[config.mk]
export PLATFORM = sky130hd
export DESIGN_NAME = spin_stop_sector_detector_core_flat
export DESIGN_NICKNAME = d
export VERILOG_FILES = /design/src/hw/rtl/sssd_pkg.sv /design/src/hw/rtl/sssd_ifs.sv /design/src/hw/rtl/spin_stop_sector_detector_core.sv /design/src/hw/rtl/sssd_step.sv /design/src/flat_wrapper.sv
export SDC_FILE = /design/constraint.sdc
export NUM_CORES = 1
export LEC_CHECK = 0
export ABC_AREA = 1
export BUFFER_PORTS_ARGS = -buffer_cell sky130_fd_sc_hd__buf_4
export CORE_UTILIZATION = 60
export DETAILED_ROUTE_END_ITERATION = 16
export GPL_TIMING_DRIVEN = 1
export HOLD_SLACK_MARGIN = 0.15
export PLACE_DENSITY = 0.88
export RECOVER_POWER = 25
export SYNTH_ARGS = -nofsm -noshare
export SYNTH_HDL_FRONTEND = slang
export SYNTH_SLANG_ARGS = --single-unit
[constraint.sdc]
create_clock -name clk -period 4.52 [get_ports clk]
set_input_delay 0.452 -clock clk [delete_from_list [all_inputs] [get_ports clk]]
set_output_delay 0.452 -clock clk [all_outputs]
set_load 0.02 [all_outputs]
[src/hw/rtl/sssd_pkg.sv]
`timescale 1ns / 1ps
`default_nettype none
// ----------------------------------------------------------------------------
// sssd_pkg: shared types and constants of the spin stop sector detector
// Commands, phases, event kinds, register indexes and the state record.
// ----------------------------------------------------------------------------
package sssd_pkg;

	// Sector ring size and the sensors actually scanned
	localparam int NUM_SECTORS  = 15;
	localparam int SENSOR_W     = 15;
	localparam int SCAN_COUNT   = (NUM_SECTORS < SENSOR_W) ? NUM_SECTORS : SENSOR_W;
	localparam int SECT_W       = 4;
	localparam int TIME_W       = 32;
	localparam int TURN_W       = 16;
	localparam int CFG_IDX_W    = 2;
	localparam int CFG_DATA_W   = 16;

	localparam logic [SENSOR_W-1:0] LED_MASK =
		SENSOR_W'((33'd1 << SCAN_COUNT) - 33'd1);

	// Reset values of the configuration registers
	localparam logic [TURN_W-1:0] TURN_TIME_RST    = 16'd1000;
	localparam logic              ACTIVE_LEVEL_RST = 1'b1;
	localparam logic              TEST_MODE_RST    = 1'b0;

	// Configuration register indexes
	localparam logic [CFG_IDX_W-1:0] REG_TURN_TIME    = 2'd0;
	localparam logic [CFG_IDX_W-1:0] REG_ACTIVE_LEVEL = 2'd1;
	localparam logic [CFG_IDX_W-1:0] REG_TEST_MODE    = 2'd2;

	// Command codes
	localparam logic [1:0] CMD_SAMPLE = 2'd0;
	localparam logic [1:0] CMD_ARM    = 2'd1;
	localparam logic [1:0] CMD_DISARM = 2'd2;
	localparam logic [1:0] CMD_UNUSED = 2'd3;

	// Detection phases
	localparam logic [1:0] PH_READY  = 2'd0;
	localparam logic [1:0] PH_DIR    = 2'd1;
	localparam logic [1:0] PH_STOP   = 2'd2;
	localparam logic [1:0] PH_UNUSED = 2'd3;

	// Event kinds
	localparam logic [1:0] EV_NONE    = 2'd0;
	localparam logic [1:0] EV_STARTED = 2'd1;
	localparam logic [1:0] EV_STOPPED = 2'd2;

	typedef struct packed {
		logic [TURN_W-1:0] turn_time_ms;
		logic              active_level;
		logic              test_mode;
	} cfg_t;

	typedef struct packed {
		logic [1:0]          phase;
		logic                armed;
		logic [SECT_W-1:0]   last_sector;
		logic [TIME_W-1:0]   last_change_ms;
		logic [SENSOR_W-1:0] number_leds;
		logic [SENSOR_W-1:0] arrow_leds;
	} det_state_t;

	typedef struct packed {
		logic [1:0]          cmd;
		logic [SENSOR_W-1:0] sensors;
		logic [TIME_W-1:0]   now_ms;
	} item_t;

	typedef struct packed {
		logic [1:0]          event_kind;
		logic [SECT_W-1:0]   event_sector;
		logic [SENSOR_W-1:0] number_leds;
		logic [SENSOR_W-1:0] arrow_leds;
		logic                armed;
		logic [1:0]          phase;
	} result_t;

endpackage
`default_nettype wire

[src/hw/rtl/sssd_ifs.sv]
`timescale 1ns / 1ps
`default_nettype none
// ----------------------------------------------------------------------------
// sssd_ifs: handshake channels of the spin stop sector detector
// Command channel into the block and result channel out of it.
// ----------------------------------------------------------------------------
interface sssd_in_if;
	import sssd_pkg::*;
	logic                valid;
	logic                ready;
	logic [1:0]          cmd;
	logic [SENSOR_W-1:0] sensors;
	logic [TIME_W-1:0]   now_ms;

	modport source (output valid, output cmd, output sensors, output now_ms, input ready);
	modport sink   (input valid, input cmd, input sensors, input now_ms, output ready);
endinterface

interface sssd_out_if;
	import sssd_pkg::*;
	logic                valid;
	logic                ready;
	logic [1:0]          event_kind;
	logic [SECT_W-1:0]   event_sector;
	logic [SENSOR_W-1:0] number_leds;
	logic [SENSOR_W-1:0] arrow_leds;
	logic                armed;
	logic [1:0]          phase;

	modport source (output valid, output event_kind, output event_sector,
		output number_leds, output arrow_leds, output armed, output phase, input ready);
	modport sink   (input valid, input event_kind, input event_sector,
		input number_leds, input arrow_leds, input armed, input phase, output ready);
endinterface
`default_nettype wire

[src/hw/rtl/spin_stop_sector_detector_core.sv]
`timescale 1ns / 1ps
`default_nettype none
// ----------------------------------------------------------------------------
// spin_stop_sector_detector_core: spin start and stop sector detection
// Input register, single-pass step logic, detection state and result register.
// ----------------------------------------------------------------------------
//  Channel  Dir  Handshake      Payload
//  in_ch    in   valid/ready    cmd, sensors, now_ms
//  out_ch   out  valid/ready    event_kind, event_sector, number_leds,
//                               arrow_leds, armed, phase
//  cfg      in   cfg_we         cfg_index, cfg_data
//
//  One item per cycle sustained while out_ch does not stall; items pass the
//  input register, then the step logic into the result register. The state update
//  is a single pass through the step logic, so the next item can follow directly.
//  Reset clears valid flags and detection state, and loads register defaults.
//  A stalled result holds the input register; in_ch.ready drops only when
//  both the input register and the result register are full and out_ch stalls.
// ----------------------------------------------------------------------------
module spin_stop_sector_detector_core import sssd_pkg::*; (
	input  wire                   clk,
	input  wire                   arst_n,
	sssd_in_if.sink               in_ch,
	sssd_out_if.source            out_ch,
	input  wire                   cfg_we,
	input  wire [CFG_IDX_W-1:0]   cfg_index,
	input  wire [CFG_DATA_W-1:0]  cfg_data
);

	cfg_t       cfg_q;
	det_state_t state_q;
	det_state_t state_nxt;
	item_t      item_s1;
	logic       valid_s1;
	result_t    res_s2;
	result_t    res_nxt;
	logic       valid_s2;
	logic       advance;

	// Configuration registers
	always_ff @(posedge clk or negedge arst_n) begin
		if (!arst_n) begin
			cfg_q.turn_time_ms <= TURN_TIME_RST;
			cfg_q.active_level <= ACTIVE_LEVEL_RST;
			cfg_q.test_mode    <= TEST_MODE_RST;
		end else if (cfg_we) begin
			unique case (cfg_index)
				REG_TURN_TIME:    cfg_q.turn_time_ms <= cfg_data;
				REG_ACTIVE_LEVEL: cfg_q.active_level <= cfg_data[0];
				REG_TEST_MODE:    cfg_q.test_mode    <= cfg_data[0];
				default: ;
			endcase
		end
	end

	// Pipeline flow control
	assign advance     = !valid_s2 || out_ch.ready;
	assign in_ch.ready = !valid_s1 || advance;

	// Input register
	always_ff @(posedge clk or negedge arst_n) begin
		if (!arst_n) begin
			valid_s1 <= 1'b0;
		end else if (in_ch.ready) begin
			valid_s1 <= in_ch.valid;
		end
	end

	always_ff @(posedge clk) begin
		if (in_ch.valid && in_ch.ready) begin
			item_s1.cmd     <= in_ch.cmd;
			item_s1.sensors <= in_ch.sensors;
			item_s1.now_ms  <= in_ch.now_ms;
		end
	end

	sssd_step u_step (
		.cfg  (cfg_q),
		.cur  (state_q),
		.item (item_s1),
		.nxt  (state_nxt),
		.res  (res_nxt)
	);

	// Detection state
	always_ff @(posedge clk or negedge arst_n) begin
		if (!arst_n) begin
			state_q <= '0;
		end else if (valid_s1 && advance) begin
			state_q <= state_nxt;
		end
	end

	// Result register
	always_ff @(posedge clk or negedge arst_n) begin
		if (!arst_n) begin
			valid_s2 <= 1'b0;
		end else if (advance) begin
			valid_s2 <= valid_s1;
		end
	end

	always_ff @(posedge clk) begin
		if (valid_s1 && advance) begin
			res_s2 <= res_nxt;
		end
	end

	assign out_ch.valid        = valid_s2;
	assign out_ch.event_kind   = res_s2.event_kind;
	assign out_ch.event_sector = res_s2.event_sector;
	assign out_ch.number_leds  = res_s2.number_leds;
	assign out_ch.arrow_leds   = res_s2.arrow_leds;
	assign out_ch.armed        = res_s2.armed;
	assign out_ch.phase        = res_s2.phase;

	// A stop event always disarms and returns to ready
	a_stop_disarms: assert property (@(posedge clk) disable iff (!arst_n)
		(valid_s2 && res_s2.event_kind == EV_STOPPED) |-> (!res_s2.armed && res_s2.phase == PH_READY))
		else $error("stop event without disarm");

	// A sector number is carried only by a stop event
	a_sector_only_on_stop: assert property (@(posedge clk) disable iff (!arst_n)
		(valid_s2 && res_s2.event_kind != EV_STOPPED) |-> (res_s2.event_sector == '0))
		else $error("event sector outside a stop event");

	// A start event moves to waiting for stop
	a_start_phase: assert property (@(posedge clk) disable iff (!arst_n)
		(valid_s2 && res_s2.event_kind == EV_STARTED) |-> (res_s2.phase == PH_STOP && res_s2.armed))
		else $error("start event in wrong phase");

	// A held item in the input register does not touch the detection state
	a_state_holds_on_stall: assert property (@(posedge clk) disable iff (!arst_n)
		(valid_s2 && !out_ch.ready) |=> $stable(state_q))
		else $error("state changed while result stalled");

	// The detection state never holds the unused phase code
	a_phase_code: assert property (@(posedge clk) disable iff (!arst_n)
		state_q.phase != PH_UNUSED)
		else $error("unused phase code reached");

endmodule
`default_nettype wire

[src/hw/rtl/sssd_step.sv]
`timescale 1ns / 1ps
`default_nettype none
// ----------------------------------------------------------------------------
// sssd_step: next-state and result logic for one item
// Priority encode of the active sensor, timeout compare and phase update.
// ----------------------------------------------------------------------------
module sssd_step import sssd_pkg::*; (
	input  wire  cfg_t       cfg,
	input  wire  det_state_t cur,
	input  wire  item_t      item,
	output det_state_t       nxt,
	output result_t          res
);

	logic [SECT_W-1:0]   act_sector;
	logic                act_found;
	logic [TIME_W-1:0]   elapsed;
	logic                dir_timeout;
	logic                stop_timeout;
	logic [SENSOR_W-1:0] masked;
	logic [1:0]          kind;
	logic [SECT_W-1:0]   sector;

	// Lowest-numbered sensor at the active level
	always_comb begin
		act_sector = '0;
		act_found  = 1'b0;
		for (int i = SCAN_COUNT - 1; i >= 0; i--) begin
			if (item.sensors[i] == cfg.active_level) begin
				act_sector = SECT_W'(i);
				act_found  = 1'b1;
			end
		end
	end

	// Elapsed time modulo 2^32 against one and two turn times
	assign elapsed      = item.now_ms - cur.last_change_ms;
	assign dir_timeout  = elapsed >= {{(TIME_W-TURN_W-1){1'b0}}, cfg.turn_time_ms, 1'b0};
	assign stop_timeout = elapsed >= {{(TIME_W-TURN_W){1'b0}}, cfg.turn_time_ms};
	assign masked       = item.sensors & LED_MASK;

	// Command handling and detection sequence
	always_comb begin
		nxt    = cur;
		kind   = EV_NONE;
		sector = '0;
		case (item.cmd)
			CMD_SAMPLE: begin
				if (cfg.test_mode) begin
					nxt.number_leds = masked;
					nxt.arrow_leds  = masked;
				end else if (cur.armed) begin
					nxt.number_leds = masked;
					unique case (cur.phase)
						PH_READY: begin
							if (act_found) begin
								nxt.last_change_ms = item.now_ms;
								nxt.last_sector    = act_sector;
								nxt.phase          = PH_DIR;
							end
						end
						PH_DIR: begin
							if (dir_timeout) begin
								nxt.phase       = PH_READY;
								nxt.number_leds = '0;
								nxt.arrow_leds  = '0;
							end else if (act_found) begin
								nxt.last_change_ms = item.now_ms;
								if (act_sector != cur.last_sector) begin
									nxt.last_sector = act_sector;
									nxt.phase       = PH_STOP;
									kind            = EV_STARTED;
								end
							end
						end
						PH_STOP: begin
							if (stop_timeout) begin
								kind   = EV_STOPPED;
								sector = (act_found ? act_sector : cur.last_sector) + SECT_W'(1);
								nxt.armed       = 1'b0;
								nxt.phase       = PH_READY;
								nxt.number_leds = '0;
								nxt.arrow_leds  = '0;
							end else if (act_found && act_sector != cur.last_sector) begin
								nxt.last_change_ms = item.now_ms;
								nxt.last_sector    = act_sector;
							end
						end
						default: begin
							// unused phase code falls back to a detection reset
							nxt.phase       = PH_READY;
							nxt.number_leds = '0;
							nxt.arrow_leds  = '0;
						end
					endcase
				end
			end
			CMD_ARM: begin
				nxt.armed       = 1'b1;
				nxt.phase       = PH_READY;
				nxt.number_leds = '0;
				nxt.arrow_leds  = '0;
			end
			CMD_DISARM: begin
				nxt.armed = 1'b0;
			end
			default: ;
		endcase
	end

	// Result shows the state after the step
	always_comb begin
		res.event_kind   = kind;
		res.event_sector = sector;
		res.number_leds  = nxt.number_leds;
		res.arrow_leds   = nxt.arrow_leds;
		res.armed        = nxt.armed;
		res.phase        = nxt.phase;
	end

endmodule
`default_nettype wire
[src/flat_wrapper.sv]
// flat-port wrapper written by rule: the top's interface ports become plain ports
module spin_stop_sector_detector_core_flat import sssd_pkg::*;
  (clk, arst_n, cfg_we, cfg_index, cfg_data, in_ch_valid, in_ch_cmd, in_ch_sensors, in_ch_now_ms, in_ch_ready, out_ch_valid, out_ch_event_kind, out_ch_event_sector, out_ch_number_leds, out_ch_arrow_leds, out_ch_armed, out_ch_phase, out_ch_ready);
  sssd_in_if in_ch_i ();
  sssd_out_if out_ch_i ();
  input  wire clk;
  input  wire arst_n;
  input  wire cfg_we;
  input  wire [CFG_IDX_W-1:0] cfg_index;
  input  wire [CFG_DATA_W-1:0] cfg_data;
  input wire logic [$bits(in_ch_i.valid)-1:0] in_ch_valid;
  input wire logic [$bits(in_ch_i.cmd)-1:0] in_ch_cmd;
  input wire logic [$bits(in_ch_i.sensors)-1:0] in_ch_sensors;
  input wire logic [$bits(in_ch_i.now_ms)-1:0] in_ch_now_ms;
  output wire logic [$bits(in_ch_i.ready)-1:0] in_ch_ready;
  output wire logic [$bits(out_ch_i.valid)-1:0] out_ch_valid;
  output wire logic [$bits(out_ch_i.event_kind)-1:0] out_ch_event_kind;
  output wire logic [$bits(out_ch_i.event_sector)-1:0] out_ch_event_sector;
  output wire logic [$bits(out_ch_i.number_leds)-1:0] out_ch_number_leds;
  output wire logic [$bits(out_ch_i.arrow_leds)-1:0] out_ch_arrow_leds;
  output wire logic [$bits(out_ch_i.armed)-1:0] out_ch_armed;
  output wire logic [$bits(out_ch_i.phase)-1:0] out_ch_phase;
  input wire logic [$bits(out_ch_i.ready)-1:0] out_ch_ready;
  assign in_ch_i.valid = in_ch_valid;
  assign in_ch_i.cmd = in_ch_cmd;
  assign in_ch_i.sensors = in_ch_sensors;
  assign in_ch_i.now_ms = in_ch_now_ms;
  assign in_ch_ready = in_ch_i.ready;
  assign out_ch_valid = out_ch_i.valid;
  assign out_ch_event_kind = out_ch_i.event_kind;
  assign out_ch_event_sector = out_ch_i.event_sector;
  assign out_ch_number_leds = out_ch_i.number_leds;
  assign out_ch_arrow_leds = out_ch_i.arrow_leds;
  assign out_ch_armed = out_ch_i.armed;
  assign out_ch_phase = out_ch_i.phase;
  assign out_ch_i.ready = out_ch_ready;
  spin_stop_sector_detector_core u_core (.clk(clk), .arst_n(arst_n), .in_ch(in_ch_i), .out_ch(out_ch_i), .cfg_we(cfg_we), .cfg_index(cfg_index), .cfg_data(cfg_data));
endmodule
==> results_dict.tcl, run 1 <==
set metrics [dict create \
    slew_headroom -0.780 \
    fin_crit_ns 4.24 \
    cts_buffer_depth 2 \
    route.detailed.drc 0 \
    first_pass_iters 5 \
    cts_tree "built" \
    synthTopCellsByCount "484 x nand2_1, 217 x inv_1, 98 x nor2_1" \
    clkPwrFrac 0.197 \
    pwr-share-comb 0.496 \
    synth_area_um2 11300 \
    root_buffer "clkbuf_16" \
    yosys.cell_types.count 44 \
    swShare 0.443 \
    power.leakage_nw 6.68 \
    reg2reg_depth 24 \
    worst_pin_slew_ns 2.67 \
    outcome "finished, violations left" \
    die_w_um 139 \
    ir_worst_vdd_v 0.000300 \
    fp-row-count 49 \
    place_congestion 0.897 \
    synth_top_area_cell "edfxtp_1" \
    die_h_um 139 \
    drv_cap 1 \
    via_count 9522 \
    synth-xor-area-share 0.0261 \
    hold_ws_ns 0.195 \
    synth_mux_area_frac 0 \
    worst_slack_ns 0.279 \
    path_max_fanout 63 \
    fp.dieArea_um2 19400 \
    ys_ff_latch 177 \
    drive_above_1_share 0.191 \
    overflow 0 \
    num_io_pins 113 \
    synth_fa_ha_area_frac 0.0758 \
    synthCells 1439 \
    coreArea_um2 18200 \
    start_util 0.622 \
    setup_viol 0 \
    routedWlPerCell_um 14.6 \
    whs_path_depth 1 \
    grt_max_degree 88 \
    syn_avg_cell_area_um2 7.86 \
    fmax_mhz 236 \
    placed_cell_area_um2 12300 \
    period_share 0.938 \
    synth_top_family_by_area "simple AND/OR/NAND/NOR gates" \
    n_antenna_cell 0 \
    ys_seq_area_frac 0.431 \
    htreeDepth 4 \
    async_flop_share 0.503 \
    synth_edf_count 88 \
    synth-compound-area-share 0.0907 \
    antenna_found_initial 0 \
    power_density_nw_per_um2 583 \
    ys.flop_type "edfxtp_1" \
    grt_use_total 0.277 \
    place_ws_ns 0.165 \
    p_total_mw 7.54 \
    final_area_um2 12900 \
    synthTopCellsByArea "edfxtp_1 23%, dfrtp_1 18%, nand2_1 16%, ha_1 7.4%, inv_1 7.2%" \
    worst_setup_path_start_kind "flip-flop" \
    fin_skew_ns 0.0186 \
    p_sw_mw 3.34 \
    worstPathRequired_ns 4.84 \
    via_per_inst 5.32 \
    yosys_warnings 0 \
    arrival_ns 4.56 \
    path_clk_slew_ns 0.08 \
    clk_latency_ns 0.45 \
    synth.most_common_cell "nand2_1" \
    critPathKind "flip-flop to flip-flop" \
    syn_to_final_growth_pct 14.4 \
    cts_sinks 177 \
    drt_iter0_drc 711 \
    fill_cells 1420 \
    p_seq_frac 0.307 \
    cts_buffers 17 \
    hold_path_class "input pin to flip-flop" \
    p_int_mw 4.20 \
    worstSetupEndpointType "flip-flop" \
    nets 1687 \
    antenna_left 0 \
    violations "max-capacitance violations, max-slew violations" \
    grt_pass1_wl_um 42700 \
    synth_top_area_share 0.233 \
    slew_violations 48 \
    first_global_vias 9031 \
    hold_violations 0 \
    yosys.area_share.simple 0.278 \
    io_buffers 112 \
    mappedNetlistNets 1579 \
    wl_um 26000 \
    place_hpwl_um 18900 \
]
==> critical path: stages (launching register included) <==
cell      delay [ns]
edfxtp_1        0.42
ha_1            0.40
nand2_1         0.13
nor2_1          0.20
nand2_1         0.07
nand3_1         0.18
nand2_1         0.09
nand2_2         0.12
xor2_2          0.20
ha_1            0.28
a21oi_1         0.16
nor2_1          0.05
nor3_1          0.18
nand4_1         0.13
nand2_1         0.07
inv_1           0.04
nor2_1          0.11
nand2_1         0.08
nor2_2          0.15
nand2_1         0.11
a221oi_4        0.33
nand2_4         0.08
buf_12          0.24
nor2_1          0.20
a21oi_2         0.05
==> layout make-up <==
type                    instances  area (µm²)  area share
clock buffers                  18         429      0.0331
clock inverters                14         168      0.0129
inverters                     239         902      0.0697
multi-input cells             991        5380       0.415
flip-flops and latches        177        4880       0.377
well taps                     229         287      0.0221
repair buffers                121         908      0.0701
==> layer usage <==
metal / vias to the layer above / wire length, µm / GRT usage
met1: 4384 / 11600 / 0.368
met4: 0 / 568 / 0.0912
li1: 4746 / - / -
met3: 56 / 1450 / 0.0485
met2: 336 / 12500 / 0.460
met5: - / 0 / 0
==> metrics by stage <==
step / setup TNS [ns] / std cells / utilization
final: 0 / 1789 / 0.711
after global routing: -0.0173 / 1789 / 0.711
after global placement: 0 / 1755 / 0.676
after floorplan: 0 / 1439 / -
after CTS: 0 / 1788 / 0.709
after detailed placement: 0 / 1755 / 0.676
==> cells in the final DEF (no fill, tap or decap), drive strengths merged, types with 6 or more instances in the layout <==
cell    synthesis  layout
clkinv          4       9
o211ai         15      15
dfstp           7       7
o21ai          49      49
ha             67      67
nand3b          7       7
clkbuf         16      69
dfrtp          82      82
buf            16      69
nor3            8       8
nor2          139     139
nand2         497     497
a21oi          90      90
edfxtp         88      88
inv           235     242
xnor2           6       6
nand3          61      61
nand4          11      11
xor2           26      26
==> power groups by stage <==
stage	clock, mW	combinational [mW]	sequential [mW]
floorplan	0	2.75	2.36
global placement	0	3.54	2.32
detailed placement	0	3.66	2.33
CTS	1.50	3.69	2.31
finish	1.49	3.74	2.31
global route	1.57	4.26	2.35
==> repair_timing <==
| item | CTS | global route |
|---|---|---|
| hold endpoints to repair | 39 | 0 |
| hold buffers | 1 | 0 |
| resized for setup | 0 | 10 |
| setup endpoints to repair | 0 | 51 |
| setup buffers | 0 | 1 |
==> flip-flops by register name (all words and copies together), names as in the netlist <==
register / flops
u_core.out_ch.arrow_leds: 15
u_core.out_ch.armed: 1
u_core.item_s1: 49
u_core.state_q: 69
u_core.valid_s1: 1
u_core.out_ch.number_leds: 15
u_core.cfg_q: 18
u_core.out_ch.valid: 1
u_core.out_ch.event_sector: 4
u_core.out_ch.phase: 2
u_core.out_ch.event_kind: 2
==> final timing paths <==
kind,slack [ns],to,from
min in group asynchronous,1.39,u_core.state_q[54],arst_n
worst min-delay path,0.19,u_core.item_s1[1],in_ch_now_ms[1]
worst max register to register,0.28,u_core.state_q[38],u_core.item_s1[3]
worst max-delay path,0.28,u_core.state_q[38],u_core.item_s1[3]
worst min register to register,0.49,u_core.state_q[30],u_core.state_q[30]
max in group asynchronous,1.42,u_core.state_q[45],arst_n
==> logic make-up (layout without fill, tap and decap cells) <==
logic type | after synthesis | count (layout)
xor gates and xnor gates | 32 | 32
AOI/OAI and AO/OA | 160 | 160
DFF | 177 | 177
and+or+nand+nor | 731 | 731
adders and majority gates | 68 | 68
buffers and inverters | 271 | 392
Power figures use the tool's default switching activity.
==> run 2: changes to the inputs <==
Settings changed: CORE_UTILIZATION 60 to 35, PLACE_DENSITY 0.88 to 0.59.
==> run 2 against run 1 <==
  * The flow still finishes with violations (max-capacitance violations, max-slew violations)
  * Power grew 1.4%
  * Combinational power rose by 1%
  * Clock-buffer cell count stayed put
  * Die area up 70%
  * Fmax rose by 4.4%
  * Global-route usage fell by 10 points
  * Clock skew is 0.0060 ns lower
  * Critical path depth increased by 6
  * Register-to-register slack better by 0.18 ns
  * Critical path type unchanged
  * Critical endpoint is now u_core.state_q[29]
  * Largest cell class unchanged
  * Largest power group unchanged
  * Highest routed layer unchanged
==> results_dict.tcl, run 2 (synthesized netlist as in run 1, its figures left out) <==
set metrics [dict create \
    holdCritStartpoint "in_ch_sensors[9]" \
    wl_um 27500 \
    highest_layer "met4" \
    min_to "u_core.item_s1[41]" \
    r2r-end "u_core.state_q[29]" \
    die_h_um 182 \
    worst_pin_slew_ns 3.63 \
    largest_reg_flops 69 \
    overflow 0 \
    fp-row-count 65 \
    drive_above_1_share 0.195 \
    multi_input_area_um2 5390 \
    worst_setup_path_start_kind "flip-flop" \
    reg2reg_depth 30 \
    final_common_cell "nand2_1" \
    slew_violations 61 \
    clk_latency_ns 0.45 \
    syn_to_final_growth_pct 16.5 \
    grt_pass1_wl_um 45700 \
    antenna_found_initial 0 \
    r2r_slack_ns 0.46 \
    arrival_ns 4.45 \
    grt_use_total 0.175 \
    cts_sinks 177 \
    fin_crit_ns 4.06 \
    critPathKind "flip-flop to flip-flop" \
    met2_length_um 11900 \
    placed_cell_area_um2 12500 \
    drt-met1-wl_um 13700 \
    postCtsSetupBuffers 0 \
    io_buffers 112 \
    fp.dieArea_um2 33100 \
    r2r-start "u_core.item_s1[0]" \
    power.leakage_nw 6.69 \
    outcome "finished, violations left" \
    drt_iter0_drc 512 \
    root_buffer "clkbuf_16" \
    cts_buffers 17 \
    hold_violations 0 \
    setup_viol 0 \
    num_io_pins 113 \
    fmax_mhz 246 \
    place_hpwl_um 20900 \
    reg.largest.list "u_core.state_q: 69 flops, u_core.item_s1: 49 flops, u_core.cfg_q: 18 flops" \
    regArea_um2 4880 \
    antenna_left 0 \
    start_util 0.357 \
    place_congestion 0.871 \
    hold_ws_ns 0.200 \
    cpMaxStageDelayCell "fa_1" \
    route.detailed.drc 0 \
    worst_slack_ns 0.456 \
    htreeDepth 4 \
    place_ws_ns 0.203 \
    path_clk_slew_ns 0.07 \
    drv_cap 1 \
    violations "max-capacitance violations, max-slew violations" \
    nets 1689 \
    die_w_um 182 \
    routedWlPerCell_um 14.0 \
    coreArea_um2 31700 \
    n_antenna_cell 0 \
    fin_skew_ns 0.0126 \
    cts_tree "built" \
    final_cell_mix "484 x nand2_1, 215 x inv_1, 97 x nor2_1" \
    via_count 9180 \
    crit_top_cell "nand2_1" \
    whs_path_depth 1 \
    fill_cells 3219 \
    first_global_vias 8834 \
    slew_headroom -1.42 \
    first_pass_iters 6 \
    hold_path_class "input pin to flip-flop" \
    largest-register "u_core.state_q" \
    grt_max_degree 88 \
    max_stage_delay_ns 0.42 \
    power_density_nw_per_um2 580 \
    wl_met3_um 1320 \
    path_max_fanout 15 \
    worstSetupEndpointType "flip-flop" \
    final_area_um2 13200 \
    via_per_inst 4.67 \
    cts_buffer_depth 2 \
    worstPathRequired_ns 4.90 \
    ir_worst_vdd_v 0.000294 \
    period_share 0.899 \
]
-- run 2: how the worst max path moves through the flow --
stage | slack, ns | from | to | depth (start not counted)
after floorplan | 1.05 | u_core.item_s1[3] | u_core.state_q[40] | 24
after global placement | 0.25 | u_core.item_s1[3] | u_core.state_q[43] | 24
after detailed placement | 0.20 | u_core.item_s1[4] | u_core.state_q[58] | 24
after CTS | 0.19 | u_core.item_s1[4] | u_core.state_q[58] | 24
after global routing | -0.002 | u_core.item_s1[7] | u_core.state_q[29] | 30
final | 0.46 | u_core.item_s1[0] | u_core.state_q[29] | 30
-- run 2: routing by layer --
| metal | track usage | vias to the layer above |
|---|---|---|
| met2 | 0.267 | 212 |
| li1 | - | 4748 |
| met4 | 0.0573 | 0 |
| met3 | 0.0295 | 35 |
| met1 | 0.250 | 4185 |
| met5 | 0 | - |
-- run 2: where the power goes --
| group | switching, mW | internal (mW) | total (mW) |
|---|---|---|---|
| Clock | 0.692 | 0.879 | 1.57 |
| Combinational | 2.42 | 1.36 | 3.78 |
| Sequential | 0.197 | 2.11 | 2.30 |
| Total | 3.30 | 4.35 | 7.65 |
-- run 2: through the flow --
stage / setup TNS, ns / utilization / power, mW / cells
after floorplan: 0 / - / 5.10 / 1439
after global placement: 0 / 0.395 / 6.00 / 1932
after CTS: 0 / 0.414 / 7.68 / 1964
after detailed placement: 0 / 0.395 / 6.08 / 1932
after global routing: -0.00204 / 0.416 / 8.36 / 1964
final: 0 / 0.416 / 7.65 / 1964
-- run 2: final cells by class --
| cell class | instances | share of cell area |
|---|---|---|
| multi-input combinational | 991 | 0.408 |
| sequential | 177 | 0.370 |
| timing repair buffer | 123 | 0.0692 |
| inverter | 239 | 0.0686 |
| tap | 402 | 0.0381 |
| clock buffer | 18 | 0.0325 |
| clock inverter | 14 | 0.0134 |
-- run 2: what timing repair did --
action | 4_1_cts | 5_1_grt
endpoints found under the hold margin | 0 | 0
setup endpoints to repair | 0 | 91
hold buffers | 0 | 0
resized for setup | 0 | 16
-- run 2: worst max-delay path, delay by kind of cell, from the launching register on --
family	cells	cell delay, ns
AO/OA/AOI/OAI	1	0.11
AND/OR/NAND/NOR	20	2.01
XOR/XNOR	1	0.20
flip-flops	1	0.32
buffers and inverters	5	0.47
adder cells (fa/ha/maj)	3	0.90
